`src/design/pts_ram.sv`:
```
module pts_ram #(
  parameter int WIDTH = 32,
  parameter int DEPTH = 16
) (
  input  logic                     clk_i,
  input  logic                     we_i,
  input  logic [$clog2(DEPTH)-1:0] waddr_i,
  input  logic [WIDTH-1:0]         wdata_i,
  input  logic [$clog2(DEPTH)-1:0] raddr_i,
  output logic [WIDTH-1:0]         rdata_o
);

  logic [WIDTH-1:0] mem_q [DEPTH];
  logic [WIDTH-1:0] rdata_q;

  always_ff @(posedge clk_i) begin
    if (we_i) begin
      mem_q[waddr_i] <= wdata_i;
    end
    rdata_q <= mem_q[raddr_i];
  end

  assign rdata_o = rdata_q;

endmodule

```
`config.mk`:
```
export PLATFORM = sky130hd
export DESIGN_NAME = pts_ram
export DESIGN_NICKNAME = d
export VERILOG_FILES = /design/src/design/pts_ram.sv
export SDC_FILE = /design/constraint.sdc
export NUM_CORES = 1
export LEC_CHECK = 0
export ABC_AREA = 1
export BUFFER_PORTS_ARGS = -buffer_cell sky130_fd_sc_hd__buf_2
export CAP_MARGIN = 10
export CORE_MARGIN = 4
export CORE_UTILIZATION = 64
export CTS_BUF_LIST = sky130_fd_sc_hd__clkbuf_2 sky130_fd_sc_hd__clkbuf_4 sky130_fd_sc_hd__clkbuf_8
export CTS_CLUSTER_SIZE = 20
export DETAILED_ROUTE_END_ITERATION = 6
export GPL_ROUTABILITY_DRIVEN = 0
export PLACE_DENSITY = 0.83
export SYNTH_ARGS = -nofsm -noshare
export SYNTH_HDL_FRONTEND = slang
export SYNTH_SLANG_ARGS = --single-unit
```
`constraint.sdc`:
```
create_clock -name clk_i -period 3.1 [get_ports clk_i]
set_clock_uncertainty 0.2 [all_clocks]
set_input_delay 0 -clock clk_i [delete_from_list [all_inputs] [get_ports clk_i]]
set_output_delay 0 -clock clk_i [all_outputs]
set_load 0.02 [all_outputs]
```
; ---- After elaboration in Yosys (flattened, before gate mapping)
; Memory sizes are Yosys's and may differ from the RTL's. A register that Yosys moved wholly into a read port is not among the register bits.
; Cells that the tools add are included.
[word_totals]
register_bits = 0
mem_bits_rw = 512
n_memories = 1
[classes]
mux = 2
[mem_list]
columns = name, depth, width, rd, rd_clocked_by_memory_dff, wr, line
row1 = mem_q, 16, 32, 1, 1, 1, 13  ; logic [WIDTH-1:0] mem_q [DEPTH];
[ops]
columns = operator, n
row1 = $mux 1, 2

; ---- Longest topological paths before layout
[depth]
word_depth = 2
depth_mapped = 10
mapped_depth_nobuf = 7

; ---- Worst setup path after synthesis
; Ideal clock, no wire load.
[synth_path]
path_kind = input-to-reg
start = input port waddr_i[2]
end = memory mem_q[10][0] (enable)
setup_ns = 0.421
arrival_ns = 1.572
required_ns = 2.479
path_slack_ns = 0.907
cell_stages = 2
path_buffers = 0
path_cell_list = nand3b_1 > nor2_1
[synth_lines]
columns = item, line
row1 = start: declaration, 7  ; input logic [$clog2(DEPTH)-1:0] waddr_i,
row2 = end: declaration, 13
; Straight into the memory's write port.

==> summary.txt <==
Pwr
  • Flop pwr share: 54.6%
  • Sw frac: 22.67%
  • Max VDD drop: 0.0004779 V
  • Power Density: 593.1 nW/µm²
  • Sw power: 3434 µW
  • Clk network pwr share: 38.6%
  • Logic pwr share: 6.8%
  • Int Power: 11,720 µW
  • Leakage: 0.01101 µW

CTS
  • CTS Root Buffer Type: clkbuf_8
  • Clk_lat worst skew: 0.62 ns
  • Total CTS buffers: 83
  • Clock Sinks: 544
  • CTS tree: done
  • Clock Pin Slew Worst Setup and Hold Paths: 0.06 ns
  • Setup Fix Bufs, Post-CTS: 0
  • H-tree Lvls: 3
  • CTS max path bufs: 3

Setup path
  • Critical path buffers and inverters: 6
  • CP peak stage delay: 0.57 ns
  • Worst reg-to-reg setup slack: 0.84 ns
  • CP Class: input port to flop
  • Worst setup startpoint: raddr_i[0]
  • Critical path launch point type: input port
  • Crit-path slowest cell: dlygate4sd3_1
  • Crit. path cell count: 11
  • Crit path to: rdata_o[9]$_DFF_P_
  • Crit-path leading delay family: buffers and inverters
  • Worst reg2reg path depth: 8
  • Req. time, crit path: 3.41 ns
  • Terminus of the critical flop-to-flop path: rdata_o[9]$_DFF_P_
  • Critical R2R Launch: mem_q[3][9]$_DFFE_PP_
  • Worst-path maximum fanout: 84
  • Arr. time, crit path: 3.24 ns
  • Critical path, cell by cell: dlygate4sd3_1 -> buf_6 -> inv_8 -> buf_4 -> nand2_1 -> nand3_1 -> nand3_1 -> nand3_1 -> dlygate4sd3_1 -> nand2_1 -> dlygate4sd3_1
  • CP Capture Type: flop

Layout
  • FILL cells: 2,179
  • Final Util: 73.42%
  • Ant diodes: 0
  • Layout cells sized above 1: 11.28%
  • NumNets Final: 2,289
  • Register Area: 16,020 µm²
  • Area used by multi-input combinational logic: 4667 µm²
  • Most frequent cells in the layout: nand2_1, edfxtp_1, inv_1
  • Post-route cell area: 25,550 µm²
  • Commonest non-fill, non-tap cell in the layout: nand2_1
  • Area Growth Syn to Fin: 12.40%

Floorplanning
  • Initial core utilization: 65.32%
  • Boundary Pins: 74
  • Row cnt: 68
  • Die Ht: 196.5 µm
  • Die area: 38,600 µm²
  • Core Region: 34,800 µm²
  • Die W: 196.5 µm

Timing
  • Final setup viols: 0
  • Final setup margin: 0.1664 ns
  • Final Slew Violations: 0
  • Tcrit/Tclk final: 94.63%
  • RSZ-0062 raised after global routing: false
  • Final hold violations: 0
  • WHS: 0.04301 ns
  • Slew headroom: 32.01%
  • Setup_tns: 0 ns
  • Max Fclk: 0.3409 GHz
  • Worst-margin pin slew: 1.019 ns
  • Clock period minus final worst setup slack: 2.934 ns

Synthesis
  • Synthesized area: 22,730 µm²
  • Syn nets: 2,162
  • Syn_area_per_cell: 10.72 µm²
  • Yosys synthesis warning count: 0
  • Post-synthesis sequential area ratio: 70.46%
  • Register bit total from synthesis: 544
  • Number of library cell types mapped by synthesis: 15
  • Synth Instances: 2,120

GRT
  • Antenna violations before repair: 0
  • Total congestion overflow: 0
  • Vias in the first global route: 15,590
  • Tot GR Track Use: 27.92%
  • Maximum number of pins on one net before global-route repair: 156
  • Global-route wire length before repair: 83,810 µm

Routing
  • Post-route DRC violation count: 1
  • Drt wl/cell: 19.44 µm
  • Via count: 15,620
  • DR vias/cell: 5.642
  • TritonRoute pass-1 iters: 7
  • Detail Route Antenna Nets: 0
  • DR iter-0 viols: 2,157
  • DRT Wirelength: 53,800 µm

Placed design
  • Placement Setup Slack: 1.045 ns
  • Final HPWL DP: 27,730 µm
  • Placed inst area: 23,490 µm²
  • Buffers on Ports: 73

Flow run
  • MaxCap Viol Count: 0

Hold path
  • Hold Crit Class: input port to flop

Status
  • Outcome: finished, violations left
  • Failing checks: design-rule violations
==> routing by layer <==
| layer | vias to the layer above | global-route usage, % | part of all wire (%) |
|---|---|---|---|
| met5 | - | 0 | 0 |
| met4 | 0 | 11.38 | 3.3 |
| met3 | 166 | 5.795 | 11 |
| met2 | 982 | 45.07 | 48 |
| met1 | 7374 | 37.73 | 37 |
| li1 | 7095 | - | - |
==> synthesized netlist by cell type <==
library cell  instances  share of area (%)
buf_1                14               0.23
inv_2                 1              0.016
buf_2                41               0.90
dfxtp_1              32                2.8
nand3b_1              2              0.066
clkbuf_1             14               0.23
inv_1               388                6.4
inv_4                 1              0.028
nand3_1             385                8.5
nand2_1             677                 11
edfxtp_1            512                 68
buf_6                29                1.4
buf_4                 6               0.20
buf_12                1              0.088
nor2_1               17               0.28
==> power by group through the flow <==
stage               Sequential [µW]  Clock, µW  Combinational [µW]
floorplan                      8480          0                 561
global placement               8420          0                 924
detailed placement             8430          0                 964
CTS                            8280       5890                1020
global route                   8280       6270                1130
finish                         8280       5850                1030
==> tightest hold or removal path: cells and delay by family <==
family                 cells  cell delay (ns)
AND/OR/NAND/NOR            2             0.53
buffers and inverters      1             0.12
==> through the flow <==
step,power [µW],std cells
2_1_floorplan,9039,2120
6_report,15150,2768
3_3_place_gp,9346,2577
3_5_place_dp,9392,2577
4_1_cts,15180,2768
5_1_grt,15680,2768
==> cells by family (layout without fill, tap and decap cells) <==
logic type | Yosys count | after routing | share of synthesized area, %
AND/OR/NAND/NOR | 1081 | 1081 | 20.00
flip-flops | 544 | 544 | 70.46
buffers and inverters | 495 | 688 | 9.539
==> flip-flops by register name, summed over array words and instances (netlist names) <==
register,cells
rdata_o,32
mem_q,512
==> how the worst min path moves through the flow <==
stage                                         end  cells after the start        start  slack, ns
after CTS                  mem_q[0][28]$_DFFE_PP_                      3         we_i      0.006
after global routing        mem_q[0][6]$_DFFE_PP_                      3         we_i       0.04
after detailed placement  mem_q[11][17]$_DFFE_PP_                      1  wdata_i[17]       0.18
final                     mem_q[14][28]$_DFFE_PP_                      3   waddr_i[2]       0.04
after floorplan             mem_q[0][0]$_DFFE_PP_                      0   wdata_i[0]      -0.10
after global placement     mem_q[15][2]$_DFFE_PP_                      1   wdata_i[2]       0.16
==> layout make-up <==
cell class | instances | share of cell area, %
Inverter | 390 | 5.769
Clock inverter | 26 | 0.5583
Timing Repair Buffer | 147 | 4.569
Tap cell | 455 | 2.228
Multi-Input combinational cell | 1081 | 18.27
Sequential cell | 544 | 62.68
Clock buffer | 125 | 5.926
==> what timing repair did <==
action / in CTS / in global routing
hold buffers: 40 / 0
endpoints found under the hold margin: 546 / 0
endpoints found under the setup margin: 0 / 1
resized for setup: 0 / 1
No activity file was read; power rests on OpenSTA's default activity.
