[src/design/pts_pkg.sv]
package pts_pkg;

  localparam int MAX_DIM   = 16;
  localparam int FRAC_BITS = 16;
  localparam int WORD_W    = 32;
  localparam int ROW_W     = $clog2(MAX_DIM);
  localparam int DIM_W     = $clog2(MAX_DIM + 1);
  localparam int CFG_W     = 5;
  localparam int IDX_W     = 8;
  localparam int MAT_DEPTH = MAX_DIM * (MAX_DIM + 1) / 2;
  localparam int MAT_AW    = $clog2(MAT_DEPTH);
  localparam int ACC_W     = 64;
  localparam int NUM_W     = WORD_W + FRAC_BITS;
  localparam int DIV_CNT_W = $clog2(NUM_W);
  localparam int S_DATA_W  = ((IDX_W + WORD_W + 7) / 8) * 8;
  localparam int M_DATA_W  = ((WORD_W + ROW_W + 7) / 8) * 8;

  typedef enum logic [1:0] {
    MODE_LOAD_MAT  = 2'd0,
    MODE_LOAD_RHS  = 2'd1,
    MODE_SOLVE_BWD = 2'd2,
    MODE_SOLVE_FWD = 2'd3
  } mode_e;

  typedef enum logic [3:0] {
    ST_IDLE,
    ST_ROW_RD,
    ST_ROW_LD,
    ST_MAC_RD,
    ST_MAC_MUL,
    ST_MAC_ACC,
    ST_NUM,
    ST_DIV,
    ST_OUT
  } state_e;

  typedef struct packed {
    logic              start;
    logic [NUM_W-1:0]  num;
    logic [WORD_W-1:0] den;
  } div_req_t;

  typedef struct packed {
    logic             done;
    logic [NUM_W-1:0] quot;
  } div_rsp_t;

  // Packed column-wise base position of column r.
  function automatic logic [MAT_AW-1:0] tri_base(input logic [ROW_W-1:0] r);
    logic [2*ROW_W+1:0] prod;
    begin
      prod = {{(ROW_W+2){1'b0}}, r} * ({{(ROW_W+2){1'b0}}, r} + 1'b1);
      return MAT_AW'(prod >> 1);
    end
  endfunction

endpackage

[src/design/pts_div.sv]
module pts_div
  import pts_pkg::*;
(
  input  logic     clk_i,
  input  logic     rst_ni,
  input  div_req_t req_i,
  output div_rsp_t rsp_o
);

  logic                 busy_q, busy_d;
  logic                 done_q, done_d;
  logic [DIV_CNT_W-1:0] cnt_q, cnt_d;
  logic [WORD_W-1:0]    rem_q, rem_d;
  logic [NUM_W-1:0]     quo_q, quo_d;
  logic [WORD_W:0]      trial;
  logic                 fits;

  assign trial = {rem_q, quo_q[NUM_W-1]};
  assign fits  = trial >= {1'b0, req_i.den};

  always_comb begin
    busy_d = busy_q;
    done_d = 1'b0;
    cnt_d  = cnt_q;
    rem_d  = rem_q;
    quo_d  = quo_q;
    if (req_i.start) begin
      busy_d = 1'b1;
      cnt_d  = DIV_CNT_W'(NUM_W - 1);
      rem_d  = '0;
      quo_d  = req_i.num;
    end else if (busy_q) begin
      rem_d = fits ? WORD_W'(trial - {1'b0, req_i.den}) : trial[WORD_W-1:0];
      quo_d = {quo_q[NUM_W-2:0], fits};
      cnt_d = cnt_q - 1'b1;
      if (cnt_q == '0) begin
        busy_d = 1'b0;
        done_d = 1'b1;
      end
    end
  end

  always_ff @(posedge clk_i or negedge rst_ni) begin
    if (!rst_ni) begin
      busy_q <= 1'b0;
      done_q <= 1'b0;
      cnt_q  <= '0;
    end else begin
      busy_q <= busy_d;
      done_q <= done_d;
      cnt_q  <= cnt_d;
    end
  end

  always_ff @(posedge clk_i) begin
    rem_q <= rem_d;
    quo_q <= quo_d;
  end

  assign rsp_o.done = done_q;
  assign rsp_o.quot = quo_q;

endmodule

[config.mk]
export PLATFORM = sky130hd
export DESIGN_NAME = pts_div
export DESIGN_NICKNAME = d
export VERILOG_FILES = /design/src/design/pts_pkg.sv /design/src/design/pts_div.sv
export SDC_FILE = /design/constraint.sdc
export NUM_CORES = 1
export LEC_CHECK = 0
export BUFFER_PORTS_ARGS = -buffer_cell sky130_fd_sc_hd__buf_2
export CAP_MARGIN = 15
export CORE_MARGIN = 5
export CORE_UTILIZATION = 54
export DETAILED_ROUTE_END_ITERATION = 6
export PLACE_DENSITY = 0.78
export SYNTH_ARGS = -nofsm -noshare
export SYNTH_HDL_FRONTEND = slang
export SYNTH_SLANG_ARGS = --single-unit
export TNS_END_PERCENT = 10
[constraint.sdc]
create_clock -name clk_i -period 6.6 [get_ports clk_i]
set_input_delay 0.99 -clock clk_i [delete_from_list [all_inputs] [get_ports clk_i]]
set_output_delay 0.99 -clock clk_i [all_outputs]
set_load 0.1 [all_outputs]
# ---- After elaboration in Yosys (flattened, before gate mapping)
# Cells that the tools add are included.
# Widths: inputs -> output; s select.
dict set report word_totals {
  ff_bits 88
  input_bits 83
}
dict set report classes {
  n_addsub 2
  order_cmp 1
  muxes 11
  reduce_logical 2
}
# operator n
set op_table {}
lappend op_table {{$mux 48} 2}
lappend op_table {{$ge 33x32->1} 1}
lappend op_table {{$mux 32} 1}
lappend op_table {{$sub 32x32->32} 1}
lappend op_table {{$mux 6} 2}
lappend op_table {{$logic_not 6->1} 1}
lappend op_table {{$mux 1} 6}
lappend op_table {{$sub 6x1->6 const B} 1}
lappend op_table {{$reduce_bool 2->1} 1}

# ---- Logic depth before layout (Yosys ltp)
# Gate-level depths: netlist (run 1).
dict set report depth {
  ltp_word 4
  mapped_depth 13
}

# ---- Worst setup path after synthesis (run 1)
# OpenSTA, ideal clock, no wires.
dict set report synth_timing {
  path_kind {in2reg}
  from {input port req_i[20] (netlist name)}
  to {register quo_q[0] (data pin)}
  setup_ns 0.260
  arrival_ns 3.121
  required_time_ns 6.340
  setup_slack_ns 3.219
  cell_stages 12
  path_buffers 2
  cell_sequence {inv_1 > ha_1 > buf_6 > a21o_1 > o21bai_4 > or3_1 > o41a_1 > and3_4 > o21ai_2 > buf_6 > nand2_1 > mux2_2}
}
dict set report synth_via {
  elab_chain_cells 3
}
# item line
set synth_rtl {}
lappend synth_rtl {{start, declared} pts_div.sv:6} ;# input div_req_t req_i,
lappend synth_rtl {{$ge 33x32->1} pts_div.sv:19} ;# assign fits = trial >= {1'b0, req_i.den};
lappend synth_rtl {{$mux 48} pts_div.sv:32} ;# end else if (busy_q) begin
lappend synth_rtl {{$mux 48} pts_div.sv:27} ;# if (req_i.start) begin
lappend synth_rtl {{via quo_d[0]} pts_div.sv:14} ;# logic [NUM_W-1:0] quo_q, quo_d;
lappend synth_rtl {{end signal, assigned} pts_div.sv:57} ;# quo_q <= quo_d;
lappend synth_rtl {{end, declared} pts_div.sv:14}
# The timed path passes the listed nets, and every way through them passes these cells. The select of a mux whose other input is x is not followed.
# A chain may end at the register's enable or synchronous reset.

# ---- Worst setup path in the final report (run 1)
dict set report layout_timing {
  from {input port req_i[13] (netlist name)}
  to {register rem_q[18]}
}
dict set report layout_via {
  elab_chain_cells 2
  elab_cells_between_ends 3
  classes_between {add/sub: 1; order compare: 1; mux: 1}
}
# item line
set layout_rtl {}
lappend layout_rtl {{$sub 32x32->32 or $ge 33x32->1 (tied branches)} {pts_div.sv:33, pts_div.sv:19}}
lappend layout_rtl {{$mux 32 (*)} pts_div.sv:33} ;# rem_d = fits ? WORD_W'(trial - {1'b0, req_i.den}) : trial[WORD_W-1:0];
lappend layout_rtl {{end signal, assigned} pts_div.sv:56} ;# rem_q <= rem_d;
lappend layout_rtl {{end, declared} pts_div.sv:13} ;# logic [WORD_W-1:0] rem_q, rem_d;
# Mark *: on every way between the ends. The rest lies on a longest branch, timed or not.

==> impl_metrics.toml, run 1 <==
[outcome]
status = "finished, final reports clean"

[logic_synthesis]
synth_area_sq_mm = 0.006085
yosysWarnings = 0
yosys.cell_types.count = 68
synthFlopType = "edfxtp_1"
seq_area_frac_synth_pct = 37.51
async_flop_share_pct = 9.091
synth-edff-count = 48
synth.ff_latch_count = 88
syn_nets = 778
syn_inst = 660
avgSynthCellArea_sq_um = 9.219

[routing]
vias = 5527
drt.antenna.violating_nets = 0
dr.pass1.iters = 5
drt_iter0_drc = 586
drc = 0
wl_per_cell_um = 17.86
drt_wl_total_um = 16200
viasPerCell = 6.094

[setup_path]
cp.arrival_ns = 3.79
start_kind = "primary input"
worst-path-buf-inv = 2
critPathMaxFanout = 25
crit_required_ns = 6.84
crit_family = "compound AO/OA/AOI/OAI gates"
endpoint_kind = "register"
critPathKind = "in2reg"
cp.depth = 11
slowest_delay_ns = 0.46
r2r_cells = 9
slowest_stage = "o21a_2"
path_cells = "buf_2 > inv_1 > ha_1 > nand4_1 > nor4_1 > nand3_1 > a31oi_1 > a41o_1 > o21a_2 > nor2_1 > o311ai_0"

[finish]
n_fill_cell = 941
layout_commonest_cell = "buf_2"
drive_gt1_share_pct = 27.64
fin_nets = 880
diodes = 0
layout.core_utilization_pct = 64.13
area_delta_synth_final_pct = 15.26
final_cell_mix = "131 x buf_2, 51 x nor2_1, 51 x nand2_1"
final_cells = 907

[sta]
period_share_pct = 53.81
maxSlewViolCount = 0
relSlewSlack_pct = 37.50
hold_violations = 0
setup_violations = 0
fmax_mhz = 281.6
skew_ns = 0.007053
rsz0062_at_grt = "false"
tns_ns = 0
max_slew.worst_pin.slew_ns = 0.9340
fin_crit_ns = 3.552
setup_slack_ns = 3.048

[global_route]
grt_pass1_wl_um = 25740
grt_max_degree = 64
grt_pass1_vias = 5259
antenna_found_initial = 0
grt_use_total_pct = 23.91
grt_overflow = 0

[clocking]
cts_setup_buffers = 0
numCtsBuffers = 9
cts_tree = "done"
clk_pin_slew_ns = 0.06
cts_root_buf = "clkbuf_16"
cts.repair.resized = 0
insertion_delay_ns = 0.35
cts_max_level = 3
cts.sinks = 88
cts.path.max_buffers = 2
cts_hold_buf = 0

[die]
dieArea_sq_mm = 0.01349
design.core.area_sq_mm = 0.01094
fp.dieH_um = 116.2
initial_core_util_pct = 55.64
die_x_um = 116.2
pin_count = 132
row_count = 38

[placement]
io_buffers = 131
placedCellCount = 891
dpl.hpwl_um = 11870
place_ws_ns = 2.800
gp_congestion = 1.003

[run]
max_cap_viol_count = 0

[power_and_ir_drop]
p_per_area_mw_per_mm2 = 342.5
irDropWorstVdd_v = 0.0002243
p_total_uw = 2402
p_leak_uw = 0.003102

[hold_path]
hp-class = "in2async"
[synth_stat cells, types with 5 or more instances]
master	number	area (sq um)
a211oi_1	5	37.54
a21boi_0	7	52.55
a21o_1	10	75.07
a21oi_1	38	190.2
a311oi_1	18	157.7
buf_2	5	25.02
clkbuf_1	32	120.1
dfrtp_1	8	200.2
dfxtp_1	32	640.6
edfxtp_1	48	1441
ha_1	34	425.4
inv_1	47	176.4
mux2_2	48	540.5
nand2_1	51	191.4
nand2b_1	7	43.79
nand3_1	26	130.1
nand4_1	12	75.07
nor2_1	51	191.4
nor3_1	9	45.04
nor4_1	6	37.54
o211ai_1	7	52.55
o21a_1	8	60.06
o21ai_0	38	190.2
o21bai_1	7	52.55
o22ai_1	5	31.28
or2_2	5	31.28
or3_1	5	31.28
xnor2_1	18	157.7
xor2_1	11	96.34
[where the power goes]
| part | switching, uW | internal (uW) |
|---|---|---|
| Sequential | 73.7 | 677 |
| Combinational | 767 | 368 |
| Clock | 223 | 294 |
[path summary, 6_finish.rpt]
kind,slack (ns),endpoint,start
max in group asynchronous,5.95,cnt_q[5]$_DFFE_PN0P_,rst_ni
max reg2reg,3.43,rem_q[18]$_SDFFE_PP0P_,rem_q[14]$_SDFFE_PP0P_
min in group clk_i,0.51,rem_q[3]$_SDFFE_PP0P_,rem_q[3]$_SDFFE_PP0P_
min reg2reg,0.51,rem_q[3]$_SDFFE_PP0P_,rem_q[3]$_SDFFE_PP0P_
min,0.48,cnt_q[1]$_DFFE_PN0P_,rst_ni
max,3.05,rem_q[18]$_SDFFE_PP0P_,req_i[13]
[routing by layer]
layer  vias up  GRT usage, %  routed length, um
li1       2627             -                  -
met1      2625         32.16               6850
met2       242         38.86               7877
met3        33         5.078               1138
met4         0         7.502                328
met5         -             0                  0
[kinds of logic after synthesis]
logic type / Yosys count / synth area share (%)
DFF: 88 / 37.51
muxes: 50 / 9.212
adders and majority gates: 35 / 7.321
AOI/OAI and AO/OA: 178 / 20.26
and+or+nand+nor: 188 / 14.76
buffers and inverters: 92 / 6.765
xor gates and xnor gates: 29 / 4.174
[metrics by stage]
step	hold WS, ns	instance area (sq um)
2_1_floorplan	0.4580	6085
3_3_place_gp	0.4880	6718
3_5_place_dp	0.4955	6718
4_1_cts	0.4798	7013
5_1_grt	0.4835	7013
6_report	0.4819	7013
[sequential cells by signal, summed over array words and instances, names as in the netlist]
signal / cells
busy_q: 1
cnt_q: 6
done_q: 1
quo_q: 48
rem_q: 32
[cell type report]
type / instances / area (sq um) / share of cell area (%)
inverters: 47 / 176.4 / 2.516
repair buffers: 136 / 693.2 / 9.884
well taps: 140 / 175.2 / 2.498
flip-flops and latches: 88 / 2282 / 32.54
clock inverters: 7 / 70.07 / 0.9991
multi-input cells: 480 / 3391 / 48.35
clock buffers: 9 / 225.2 / 3.211
(Power assumes the default switching activity.)
==> inputs of run 2 (changes only) <==
--- a/config.mk
+++ b/config.mk
@@ -5,12 +5,13 @@
 export SDC_FILE = /design/constraint.sdc
 export NUM_CORES = 1
 export LEC_CHECK = 0
+export ABC_AREA = 1
 export BUFFER_PORTS_ARGS = -buffer_cell sky130_fd_sc_hd__buf_2
 export CAP_MARGIN = 15
 export CORE_MARGIN = 5
 export CORE_UTILIZATION = 54
 export DETAILED_ROUTE_END_ITERATION = 6
-export PLACE_DENSITY = 0.78
+export PLACE_DENSITY = 0.77
 export SYNTH_ARGS = -nofsm -noshare
 export SYNTH_HDL_FRONTEND = slang
 export SYNTH_SLANG_ARGS = --single-unit
==> constraint.sdc (replaced) <==
create_clock -name clk_i -period 3.32 [get_ports clk_i]
set_input_delay 0.498 -clock clk_i [delete_from_list [all_inputs] [get_ports clk_i]]
set_output_delay 0.498 -clock clk_i [all_outputs]
set_load 0.1 [all_outputs]
==> run 2 against run 1 <==
Hold slack got worse by 0.066 ns. Non-clock buffer count grew 3. Die area is 8.5% higher. Count of clock-buffer cells in the layout stayed put. Total power grew to 2.5 times the previous value. Synthesized area increased by 9.3%. Clock power increased by 110%. Via count grew 18%. Synthesized cell count rose by 57%. Setup slack lost 2.2 ns. First-iteration DRC count is 8.2% lower. Flip-flop and latch count unchanged.
==> impl_metrics.toml, run 2 <==
[logic_synthesis]
syn_inst = 1036
synth-edff-count = 48
synth_top_area_share_pct = 25.69
avgSynthCellArea_sq_um = 6.418
synth.ff_latch_count = 88
yosys.cell_types.count = 37
syn_nets = 1154
synth_area_leader_cell = "nand2_1"
yosysWarnings = 0
async_flop_share_pct = 9.091
yosys-top-cells-count = "455 x nand2_1, 187 x inv_1, 76 x nand3_1"
synthTopCellsByArea = "nand2_1 26%, edfxtp_1 22%, inv_1 11%, dfxtp_1 9.6%, ha_1 6.4%"
synthFlopType = "edfxtp_1"
synth_most_common_cell = "nand2_1"
seq_area_frac_synth_pct = 34.32
synth_area_sq_mm = 0.006649

[sta]
tns_ns = 0
relSlewSlack_pct = 42.80
period_share_pct = 75.51
maxSlewViolCount = 0
max_slew.worst_pin.slew_ns = 0.8567
skew_ns = 0.01452
whs_ns = 0.4161
hold_violations = 0
fmax_mhz = 398.9
setup_violations = 0
rsz0062_at_grt = "false"
fin_crit_ns = 2.507

[power_and_ir_drop]
p_leak_uw = 0.004477
p_total_uw = 6028
irDropWorstVdd_v = 0.0004495
p_per_area_mw_per_mm2 = 777.7

[routing]
dr.pass1.iters = 5
drc = 0
viasPerCell = 4.905
vias = 6534
drt_iter0_drc = 538
drt_wl_total_um = 18330
wl_per_cell_um = 13.76
drt.antenna.violating_nets = 0

[clocking]
cts.path.max_buffers = 2
cts.repair.resized = 0
cts.sinks = 88
cts_max_level = 3
cts_root_buf = "clkbuf_16"
cts_tree = "done"
numCtsBuffers = 9
clk_pin_slew_ns = 0.07
insertion_delay_ns = 0.36

[finish]
n_fill_cell = 1187
area_delta_synth_final_pct = 16.58
final_cell_mix = "455 x nand2_1, 186 x inv_1, 131 x buf_2"
fin_nets = 1277
drive_gt1_share_pct = 15.55
seq_area_sq_mm = 0.002282
fin_area_sq_mm = 0.007751
max_flop_register = "quo_q"
layout_commonest_cell = "nand2_1"
diodes = 0
multi_input_area_sq_mm = 0.003508
reg_top3 = "quo_q (48), rem_q (32), cnt_q (6)"
largest_reg_flops = 48

[hold_path]
hold_end = "quo_q[20]$_DFFE_PP_"
hp-class = "in2reg"
hp-start = "req_i[52]"
hold_path_depth = 3

[setup_path]
worst-path-buf-inv = 2
worstReg2RegStart = "rem_q[29]$_SDFFE_PP0P_"
start_kind = "register"
cpMostUsedCell = "nand2_1"
slowest_delay_ns = 0.41
cp.arrival_ns = 2.78
crit_required_ns = 3.59
slowest_stage = "nor2_4"
path_cells = "ha_1 > nand2_1 > inv_1 > nand2_1 > inv_1 > a21oi_1 > nand2_1 > nor2_4 > nand2_4 > nand2_1 > nand3_1 > o21ai_0"
r2r_cells = 12
critPathMaxFanout = 32
rrSetupSlack_ns = 0.81
rr_endpoint = "rem_q[1]$_SDFFE_PP0P_"
endpoint_kind = "register"
crit_family = "simple AND/OR/NAND/NOR gates"
critPathKind = "reg2reg"

[global_route]
grt_pass1_wl_um = 28940
antenna_found_initial = 0
grt_overflow = 0
grt_use_total_pct = 24.64
grt_max_degree = 61
grt_pass1_vias = 5982

[die]
design.core.area_sq_mm = 0.01206
dieArea_sq_mm = 0.01463
die_x_um = 121.0
initial_core_util_pct = 55.12
pin_count = 132
row_count = 40
fp.dieH_um = 121.0

[placement]
gp_congestion = 0.9762
dpl.hpwl_um = 14160
placed_area_sq_mm = 0.007435
io_buffers = 131

[outcome]
status = "finished, final reports clean"

[run]
max_cap_viol_count = 0
run 2: cell types whose count changed after synthesis, moves of 15 or more:
cell / delta
o21ai_0: -29
a21oi_1: -17
nand2_1: +404
nand3_1: +50
inv_1: +140
mux2_2: -48
a311oi_1: -18
clkbuf_1: -15
run 2: worst max-delay path by stage:
| stage | end | cells after the start | start | slack (ns) |
|---|---|---|---|---|
| floorplan | quo_q[0]$_DFFE_PP_ | 4 | req_i[80] | 0.43 |
| global placement | quo_q[0]$_DFFE_PP_ | 12 | req_i[30] | 0.58 |
| detailed placement | rem_q[2]$_SDFFE_PP0P_ | 14 | req_i[30] | 0.54 |
| CTS | rem_q[2]$_SDFFE_PP0P_ | 12 | rem_q[29]$_SDFFE_PP0P_ | 0.83 |
| global route | rem_q[7]$_SDFFE_PP0P_ | 12 | rem_q[29]$_SDFFE_PP0P_ | 0.52 |
| finish | rem_q[1]$_SDFFE_PP0P_ | 12 | rem_q[29]$_SDFFE_PP0P_ | 0.81 |
run 2: cell type report:
type,count,share of cell area [%]
repair buffers,139,9.427
well taps,168,2.712
inverters,190,9.201
clock buffers,9,2.906
clock inverters,7,1.049
multi-input cells,731,45.26
flip-flops and latches,88,29.44
run 2: tightest hold or removal path, cell delays in order:
cell and delay (ns):
buf_2 0.07, nand2_1 0.04, nand2_1 0.05
run 2: repair_timing:
action | in CTS | in global routing
hold endpoints to repair | 8 | 0
hold buffers | 1 | 0
setup buffers | 0 | 0
run 2: kinds of logic (layout without fill, tap and decap cells):
logic type	Yosys count	in the layout	synth area share, %
xor+xnor	14	14	1.844
simple gates	634	634	40.27
buf+inv	217	345	12.95
compound gates	48	48	3.914
flops	88	88	34.32
fa+ha+maj	35	35	6.699
run 2: stage by stage:
stage | util [%] | setup slack (ns) | std cells
floorplan | - | 0.4326 | 1036
global placement | 61.64 | 0.5812 | 1315
detailed placement | 61.64 | 0.5442 | 1315
CTS | 64.26 | 0.8314 | 1332
global route | 64.26 | 0.5165 | 1332
finish | 64.26 | 0.8132 | 1332
run 2: routing by layer:
metal	global-route usage, %	wire [um]	vias up
li1	-	-	3423
met1	34.95	8591	2924
met3	3.170	862	30
met4	7.224	335	0
met2	39.32	8538	157
met5	0	0	-
run 2: report_power, final:
group	total, uW	leakage (uW)	internal [uW]	switching [uW]
Clock	1070	0.000151	593	475
Sequential	1540	0.000876	1390	148
Combinational	3420	0.00345	1090	2330
Total	6030	0.00448	3070	2960
==> inputs of run 3 (changes only) <==
--- a/config.mk
+++ b/config.mk
@@ -9,7 +9,7 @@
 export BUFFER_PORTS_ARGS = -buffer_cell sky130_fd_sc_hd__buf_2
 export CAP_MARGIN = 15
 export CORE_MARGIN = 5
-export CORE_UTILIZATION = 54
+export CORE_UTILIZATION = 51
 export DETAILED_ROUTE_END_ITERATION = 6
 export PLACE_DENSITY = 0.77
 export SYNTH_ARGS = -nofsm -noshare
==> constraint.sdc (replaced) <==
create_clock -name clk_i -period 2 [get_ports clk_i]
set_input_delay 0.3 -clock clk_i [delete_from_list [all_inputs] [get_ports clk_i]]
set_output_delay 0.3 -clock clk_i [all_outputs]
set_load 0.1 [all_outputs]
==> run 3 against run 2 <==
The flow now finishes with violations (setup timing). Combinational power grew to 2.6 times the previous value. Wire length is 18% higher. Global-route usage is 1.1 points higher. Design area is 23% higher. Sequential share of layout area is 5.2 points lower. Via count is 14% higher. Die area is 5.4% higher. Final cell count is 11% higher. First-iteration DRC count is 17% higher. Total power is 120% higher. Critical path type unchanged. Highest routed layer unchanged.
==> impl_metrics.toml, run 3 (synthesis results as in run 2) <==
[routing]
dr.pass1.iters = 7
drt_iter0_drc = 632
drc = 0
wl_per_cell_um = 14.70
drt.antenna.violating_nets = 0
viasPerCell = 5.074
drt_wl_total_um = 21640
vias = 7469

[setup_path]
worst-path-buf-inv = 2
critPathMaxFanout = 9
slowest_delay_ns = 0.36
critPathKind = "reg2reg"
worstReg2RegStart = "rem_q[2]$_SDFFE_PP0P_"
crit_family = "simple AND/OR/NAND/NOR gates"
crit_path_start = "rem_q[2]$_SDFFE_PP0P_"
crit_required_ns = 2.23
slowest_stage = "dfxtp_4"
endpoint_kind = "register"
cp.arrival_ns = 2.33
cpMostUsedCell = "nand2_1"
start_kind = "register"
path_cells = "ha_4 > nand2_1 > inv_2 > nand2_1 > nand2_1 > nand2_1 > nand3_2 > nand2_2 > nand2_2 > nand2_4 > nand2_8 > clkbuf_16 > nand2_1 > nand3_1 > o21ai_1"

[global_route]
grt_pass1_wl_um = 31340
use_met1_pct = 33.93
busiest_layer = "met2"
use_met2_pct = 43.28
grt_use_total_pct = 25.73
antenna_found_initial = 0
grt_max_degree = 48
grt.met3_usage_pct = 4.768
grt_pass1_vias = 6721
grt_overflow = 0

[power_and_ir_drop]
p_per_area_mw_per_mm2 = 1391
irDropWorstVdd_v = 0.0008373
power.clock.fraction_pct = 13.4
p_total_uw = 13310
sw_frac_of_total_pct = 44.81
p_leak_uw = 0.005262
power_frac_comb_pct = 66.2
p_switching_uw = 5965
pwr-share-seq_pct = 20.4
internal_power_uw = 7347

[die]
row_count = 41
die_x_um = 124.2
dieArea_sq_mm = 0.01542
initial_core_util_pct = 52.26
pin_count = 132
design.core.area_sq_mm = 0.01272
fp.dieH_um = 124.2

[clocking]
cts_root_buf = "clkbuf_16"
cts.path.max_buffers = 2
numCtsBuffers = 9
cts_max_level = 3
cts_tree = "done"
cts.sinks = 88
clk_pin_slew_ns = 0.07
insertion_delay_ns = 0.35

[sta]
skew_ns = 0.009939
period_share_pct = 105.0
relSlewSlack_pct = 47.88
setup_violations = 30
rsz0062_at_grt = "true"
maxSlewViolCount = 0
fmax_mhz = 476.4
hold_violations = 0
max_slew.worst_pin.slew_ns = 0.7810
fin_crit_ns = 2.099
setup_slack_ns = -0.09904

[finish]
reg_top3 = "quo_q (48), rem_q (32), cnt_q (6)"
area_delta_synth_final_pct = 43.90
layout.core_utilization_pct = 75.21
drive_gt1_share_pct = 32.62
fin_area_sq_mm = 0.009568
diodes = 0
fin_nets = 1413
final_cell_mix = "426 x nand2_1, 181 x inv_1, 131 x buf_2"
largest_reg_flops = 48
max_flop_register = "quo_q"
layout_commonest_cell = "nand2_1"
final_cells = 1472

[placement]
placedCellCount = 1441
dpl.hpwl_um = 14970
io_buffers = 131
placed_area_sq_mm = 0.008393
gp_congestion = 1.009

[hold_path]
hp-start = "req_i[54]"
hp-class = "in2reg"

[outcome]
violations = "setup timing"
status = "finished with violations"

[run]
max_cap_viol_count = 0
run 3: power by group through the flow:
| stage | sequential [uW] | clock (uW) | combinational, uW |
|---|---|---|---|
| floorplan | 3240 | 0 | 3870 |
| global placement | 2560 | 0 | 7000 |
| detailed placement | 2570 | 0 | 7110 |
| CTS | 2590 | 1810 | 7450 |
| global route | 2760 | 1890 | 9510 |
| finish | 2720 | 1780 | 8820 |
run 3: repair_timing:
action | in CTS | in global routing
endpoints found under the setup margin | 33 | 33
hold buffers | 1 | 0
endpoints found under the hold margin | 8 | 0
setup buffers | 2 | 9
pin swaps | 1 | 16
cloned | 0 | 4
resized for setup | 35 | 101
run 3: worst paths after layout:
| path | end | slack, ns | depth (start not counted) |
|---|---|---|---|
| setup reg to reg | rem_q[4]$_SDFFE_PP0P_ | -0.1 | 15 |
| max in group asynchronous | busy_q$_DFF_PN0_ | 1.50 | 2 |
| setup / recovery | rem_q[4]$_SDFFE_PP0P_ | -0.1 | 15 |
| min in group asynchronous | cnt_q[0]$_DFFE_PN0P_ | 0.32 | 2 |
| hold / removal | quo_q[22]$_DFFE_PP_ | 0.22 | 3 |
| hold reg to reg | rem_q[24]$_SDFFE_PP0P_ | 0.48 | 2 |
run 3: cell type report:
class                           count  area (sq um)
Multi-Input combinational cell    731          4103
Fill cell                         969          3154
Sequential cell                    88          2318
Timing Repair Buffer              275          1911
Inverter                          190         713.2
Clock buffer                        9         225.2
Tap cell                          172         215.2
Clock inverter                      7         82.58
run 3: per-layer routing:
metal / wire [um] / vias to the layer above / share of wire (%)
met2: 10760 / 282 / 50
li1: - / 3693 / -
met1: 8920 / 3444 / 41
met3: 1465 / 50 / 6.8
met4: 495 / 0 / 2.3
met5: 0 / - / 0
run 3: worst min-delay path, delay by kind of cell:
kind / cells / cell delay [ns]
buffers and inverters: 1 / 0.07
AND/OR/NAND/NOR: 2 / 0.09
run 3: through the flow:
stage               setup TNS [ns]  hold WS [ns]  worst slack (ns)
floorplan                   -15.00      0.004409           -0.6806
global placement            -4.057        0.1507           -0.2320
detailed placement          -4.806        0.1517           -0.2379
CTS                       -0.06692        0.2037          -0.02642
global route                -3.747        0.2156           -0.1778
finish                     -0.8059        0.2160          -0.09904
